===== config.mk =====
export PLATFORM = sky130hd
export DESIGN_NAME = vwd_cell
export DESIGN_NICKNAME = d
export VERILOG_FILES = /design/src/design/vwd_pkg.sv /design/src/design/vwd_cell.sv
export SDC_FILE = /design/constraint.sdc
export NUM_CORES = 1
export LEC_CHECK = 0
export BUFFER_PORTS_ARGS = -buffer_cell sky130_fd_sc_hd__buf_4
export CAP_MARGIN = 5
export CELL_PAD_IN_SITES_DETAIL_PLACEMENT = 1
export CELL_PAD_IN_SITES_GLOBAL_PLACEMENT = 1
export CORE_ASPECT_RATIO = 1.2
export CORE_MARGIN = 1.5
export CORE_UTILIZATION = 39
export CTS_CLUSTER_DIAMETER = 100
export DETAILED_ROUTE_END_ITERATION = 16
export PLACE_DENSITY = 0.8
export SLEW_MARGIN = 10
export SYNTH_ARGS = -nofsm -noshare
export SYNTH_HDL_FRONTEND = slang
export SYNTH_SLANG_ARGS = --single-unit

===== constraint.sdc =====
create_clock -name i_clk -period 6.1 [get_ports i_clk]
set_input_delay 1.525 -clock i_clk [delete_from_list [all_inputs] [get_ports i_clk]]
set_output_delay 1.525 -clock i_clk [all_outputs]
set_load 0.02 [all_outputs]

===== src/design/vwd_pkg.sv =====
// ----------------------------------------------------------------------------
// vwd_pkg: shared types and constants for the vertex weld block
// Component, index and tolerance widths, and the vertex record type.
// ----------------------------------------------------------------------------
package vwd_pkg;

    localparam int unsigned TableDepth = 1024;
    localparam int unsigned CompWidth  = 24;
    localparam int unsigned TolWidth   = 23;
    localparam int unsigned IdxWidth   = $clog2(TableDepth);
    localparam int unsigned CntWidth   = $clog2(TableDepth + 1);
    localparam int unsigned NumComp    = 10;
    localparam int unsigned NumPos     = 4;

    localparam logic [0:0] RegPosTol = 1'b0;
    localparam logic [0:0] RegAttTol = 1'b1;

    typedef logic signed [CompWidth-1:0] t_comp;
    typedef t_comp t_vertex [NumComp];

endpackage


===== src/design/vwd_cell.sv =====
// ----------------------------------------------------------------------------
// vwd_cell: one compare cell of the search chain
// Checks one component of a stored entry against the item and passes the
// running match flag to the next cell.
// ----------------------------------------------------------------------------
module vwd_cell (
    input  logic                          i_clk,
    input  vwd_pkg::t_comp                i_stored,
    input  vwd_pkg::t_comp                i_probe,
    input  logic [vwd_pkg::TolWidth-1:0]  i_tol,
    input  logic                          i_match,
    output logic                          o_match
);

    logic signed [vwd_pkg::CompWidth:0] w_diff;
    logic        [vwd_pkg::CompWidth:0] w_abs;
    logic                               r_match;

    // The difference is one bit wider than a component so it never wraps.
    assign w_diff = {i_stored[vwd_pkg::CompWidth-1], i_stored}
                  - {i_probe[vwd_pkg::CompWidth-1], i_probe};
    assign w_abs  = w_diff[vwd_pkg::CompWidth] ? (~w_diff + 1'b1) : w_diff;

    always_ff @(posedge i_clk) begin
        r_match <= i_match
                && (w_abs < {{(vwd_pkg::CompWidth + 1 - vwd_pkg::TolWidth){1'b0}}, i_tol});
    end

    assign o_match = r_match;

endmodule


Word-level counts from Yosys, hierarchy flattened
Index checks and enable logic that the tools add are counted.

cells by class
  add/subtract/negate cells = 2
  $mul = 0
  div/mod/pow operators = 0
  $lt $le $gt $ge = 1
  equal/unequal tests = 0
  shift operators = 0
  multiplexer cells = 1
  bitwise operators = 1
  reductions and logical operators = 1

operators by type and width
  operator                                       number
  adder 25 x 1 -> 25 bit, second input constant  1
  less-than comparator 25 x 23 -> 1 bit          1
  two-way mux 25 bit                             1
  NOT 25 bit                                     1
  subtractor 24 x 24 -> 25 bit                   1
  logical AND 1 bit                              1

storage, ports and cells
  bits in registers = 1
  latch bits = 0
  memory bits (writable) = 0
  bits in read-only memories = 0
  output and inout port bits = 1
  memories kept = 0

Depth between registers and ports, before layout
  depth in word-level cells = 6
  mapped depth = 22
  depth with buffers taken out = 22

Worst setup path after synthesis
No wires, ideal clock.

  kind = input to register
  from = input i_probe[17]
  to = register r_match (netlist: o_match)
  setup time = 0.074 ns
  arrival = 5.151 ns
  required time = 6.026 ns
  setup slack = 0.875 ns
  cell stages on the path = 19
  path buffers = 2
  path through = inv_1 > ha_1 > clkbuf_1 > a21o_1 > a21o_1 > a221o_1 > o31a_1 > a221oi_2 > buf_2 > o21ai_0 > xnor2_1 > ha_1 > a21oi_1 > o21ai_0 > a2111oi_0 > o211ai_1 > nand4_1 > nand4b_1 > a31oi_1

between the ends
  cells in the longest elaborated chain, start to end = 6

RTL lines
  item                                       RTL line        source
  start: declaration                         vwd_cell.sv:9   input vwd_pkg::t_comp i_probe,
  subtractor 24 x 24 -> 25 bit (*)           vwd_cell.sv:21  - {i_probe[vwd_pkg::CompWidth-1], i_probe};
  NOT 25 bit                                 vwd_cell.sv:22  assign w_abs = w_diff[vwd_pkg::CompWidth] ? (~w_diff + 1'b1) : w_diff;
  adder 25 x 1 -> 25 bit                     vwd_cell.sv:22
  two-way mux 25 bit (*)                     vwd_cell.sv:22
  less-than comparator 25 x 23 -> 1 bit (*)  vwd_cell.sv:26  && (w_abs < {{(vwd_pkg::CompWidth + 1 - vwd_pkg::TolWidth){1'b0}}, i_tol});
  logical AND 1 bit (*)                      vwd_cell.sv:26
  end signal: assignment                     vwd_cell.sv:25  r_match <= i_match
  end: declaration                           vwd_cell.sv:17  logic r_match;

Mark *: on every way between the ends. The rest lies on a longest branch, timed or not.

Worst setup path after layout
  from = input i_stored[9]
  to = register r_match (netlist: o_match)

between the ends
  cells in the longest elaborated chain, start to end = 6

RTL lines
  item                                       RTL line        source
  start: declaration                         vwd_cell.sv:8   input vwd_pkg::t_comp i_stored,
  subtractor 24 x 24 -> 25 bit (*)           vwd_cell.sv:21
  NOT 25 bit                                 vwd_cell.sv:22
  adder 25 x 1 -> 25 bit                     vwd_cell.sv:22
  two-way mux 25 bit (*)                     vwd_cell.sv:22
  less-than comparator 25 x 23 -> 1 bit (*)  vwd_cell.sv:26
  logical AND 1 bit (*)                      vwd_cell.sv:26

Marks and branches as above.

==> results.cfg <==
[routing]
dr.pass1.iters = 4
routedWlPerCell_um = 15.2
via_count = 3147
wl_mm = 8.55
viasPerCell = 5.60
drt_iter0_drc = 85
drc = 0
ant_nets = 0

[yosys]
yosys_warnings = 0
synth_edf_count = 0
synthCells = 407
yosysSeqAreaShare = 0.00709
postSynthAreaPerCell_sq_um = 6.94
ys_ff_latch = 1
async_reset_ff_frac = 0
synth_area_sq_um = 2820
syn-num-nets = 528
yosys.cell_types.count = 75
synthFlopType = dfxtp_1

[global_routing]
grt_pass1_wl_mm = 14.2
grt_pass1_vias = 3158
overflow = 0
antenna_found_initial = 0
grt_usage = 0.223
grt_max_degree = 15

[floorplanning]
pin_count = 74
core_sq_um = 6940
dieArea_sq_um = 7760
die_h_um = 96.2
dieWidth_um = 80.7
rows = 33
start_util = 0.407

[critical_path]
crit_fanout = 11
crit_buf_inv = 1
crit_family = compound AO/OA/AOI/OAI gates
critical_path_class = primary input to register
cp_cell_sequence = buf_4, ha_1, nor2_1, o31ai_1, nand3_1, a21oi_1, o31a_1, a221o_1, nor2_1, xnor2_1, ha_1, a21oi_1, o21ai_0, a2111oi_1, o211ai_1, nand4_1, nand4b_1, a31oi_1
cp.arrival_ns = 5.62
end_kind = register
cp-start-kind = primary input
cp_slowest_cell = o31ai_1
max_stage_delay_ns = 0.56
cp.required_ns = 6.02

[cells_and_area]
fin_nets = 598
layoutNonFillerInstCount = 562
ff_latch_area_sq_um = 20.0
drive_above_1_share = 0.215
final_cell_mix = buf_4, inv_1, ha_1
n_antenna_cell = 0
final_common_cell = buf_4
utilization = 0.499
areaGrowthSynthToFinish_pct = 22.7
stdcell_area_sq_um = 3460
nFillCells = 947
multiInputGateArea_sq_um = 2590
largest_reg_flops = 1

[power_and_ir_drop]
ir_worst_vdd_uv = 44.7
p_leak_uw = 0.00168
powerDensity_nw_per_um2 = 137

[placed_design]
dp_hpwl_mm = 7.53
port_buffers = 73
dpl_cell_area_sq_um = 3450
gp_congestion = 0.891
dp.cells = 562

[timing]
min_period_over_period = 0.934
final_period_minus_worst_setup_slack_ns = 5.70
slew_viol_final = 0
slew_headroom = 0.412
rsz0062_at_grt = false
hold_violations = 0
clock.fmax_mhz = 175
setup_violations = 0
whs_ns = 1.81
finalSetupTns_ns = 0
worst_slew_pin_slew_ns = 0.880

[run_status]
status = completed

[job]
maxCapViolations = 0

[cts]
cts.clk_slew.worst_paths_ns = 0
hold_buffers = 0

[hold_path]
min_path_type = primary input to register
==> final timing paths <==
kind                     from  endpoint  cells after the start
setup / recovery  i_stored[9]   o_match                     18
hold / removal        i_match   o_match                      3
==> Yosys cell counts (2+ instances only) <==
cell,instances,share of area
nand3_2,2,0.0071
nand2_1,35,0.047
a221oi_1,2,0.0062
xor2_1,15,0.047
a21oi_2,3,0.0093
o211a_1,3,0.011
xnor2_1,16,0.050
and3_1,4,0.0089
nand2b_1,5,0.011
or4_1,2,0.0053
o2111ai_1,2,0.0062
a211oi_1,2,0.0053
nand4b_1,3,0.0093
o31ai_1,4,0.011
buf_2,3,0.0053
a221o_1,2,0.0071
a21oi_1,36,0.064
o21ai_1,4,0.0071
a21o_1,9,0.024
and2_1,4,0.0089
inv_1,50,0.066
nor2b_1,7,0.016
a211oi_2,2,0.0089
nand3b_1,2,0.0053
and4_1,2,0.0062
nor2_1,26,0.035
o21ai_0,32,0.057
nor3_1,9,0.016
o21a_1,3,0.0080
or3_1,2,0.0044
o211ai_1,5,0.013
nand3_1,8,0.014
a21boi_1,2,0.0053
nand4_1,11,0.024
ha_1,47,0.21
o221ai_1,2,0.0062
or2_2,3,0.0066
==> repair_timing <==
| action | in CTS | in global routing |
|---|---|---|
| resized for setup | 0 | 2 |
| setup buffers | 0 | 0 |
| endpoints found under the setup margin | 0 | 1 |
==> kinds of logic (layout without fill, tap and decap cells) <==
family | count (synthesis) | count (layout) | share of synthesized area
flip-flops | 1 | 1 | 0.00709
adder cells (fa/ha/maj) | 48 | 48 | 0.215
buffers and inverters | 56 | 124 | 0.0798
AO/OA/AOI/OAI | 137 | 137 | 0.346
AND/OR/NAND/NOR | 134 | 134 | 0.256
XOR/XNOR | 31 | 31 | 0.0962
==> through the flow <==
stage | setup slack (ns) | power (uW)
finish | 0.400 | 476
global route | 0.114 | 537
detailed placement | 0.181 | 472
floorplan | 0.875 | 342
CTS | 0.174 | 475
global placement | 0.428 | 451
==> layer usage <==
metal | vias to the layer above | part of all wire | GRT usage
li1 | 1622 | - | -
met1 | 1469 | 0.45 | 0.271
met2 | 50 | 0.52 | 0.447
met3 | 6 | 0.020 | 0.00190
met4 | 0 | 0.0080 | 0.0201
met5 | - | 0 | 0
==> area by class of cell <==
type,instances,area share
timing repair buffer,74,0.160
multi-input combinational,350,0.748
inverter,50,0.0542
tap,87,0.0314
sequential,1,0.00578
==> power breakdown <==
group / total (uW) / internal [uW] / switching [uW]
Combinational: 467 / 205 / 263
Sequential: 8.46 / 8.10 / 0.356
Clock: 0 / 0 / 0
Power figures use the tool's default switching activity.
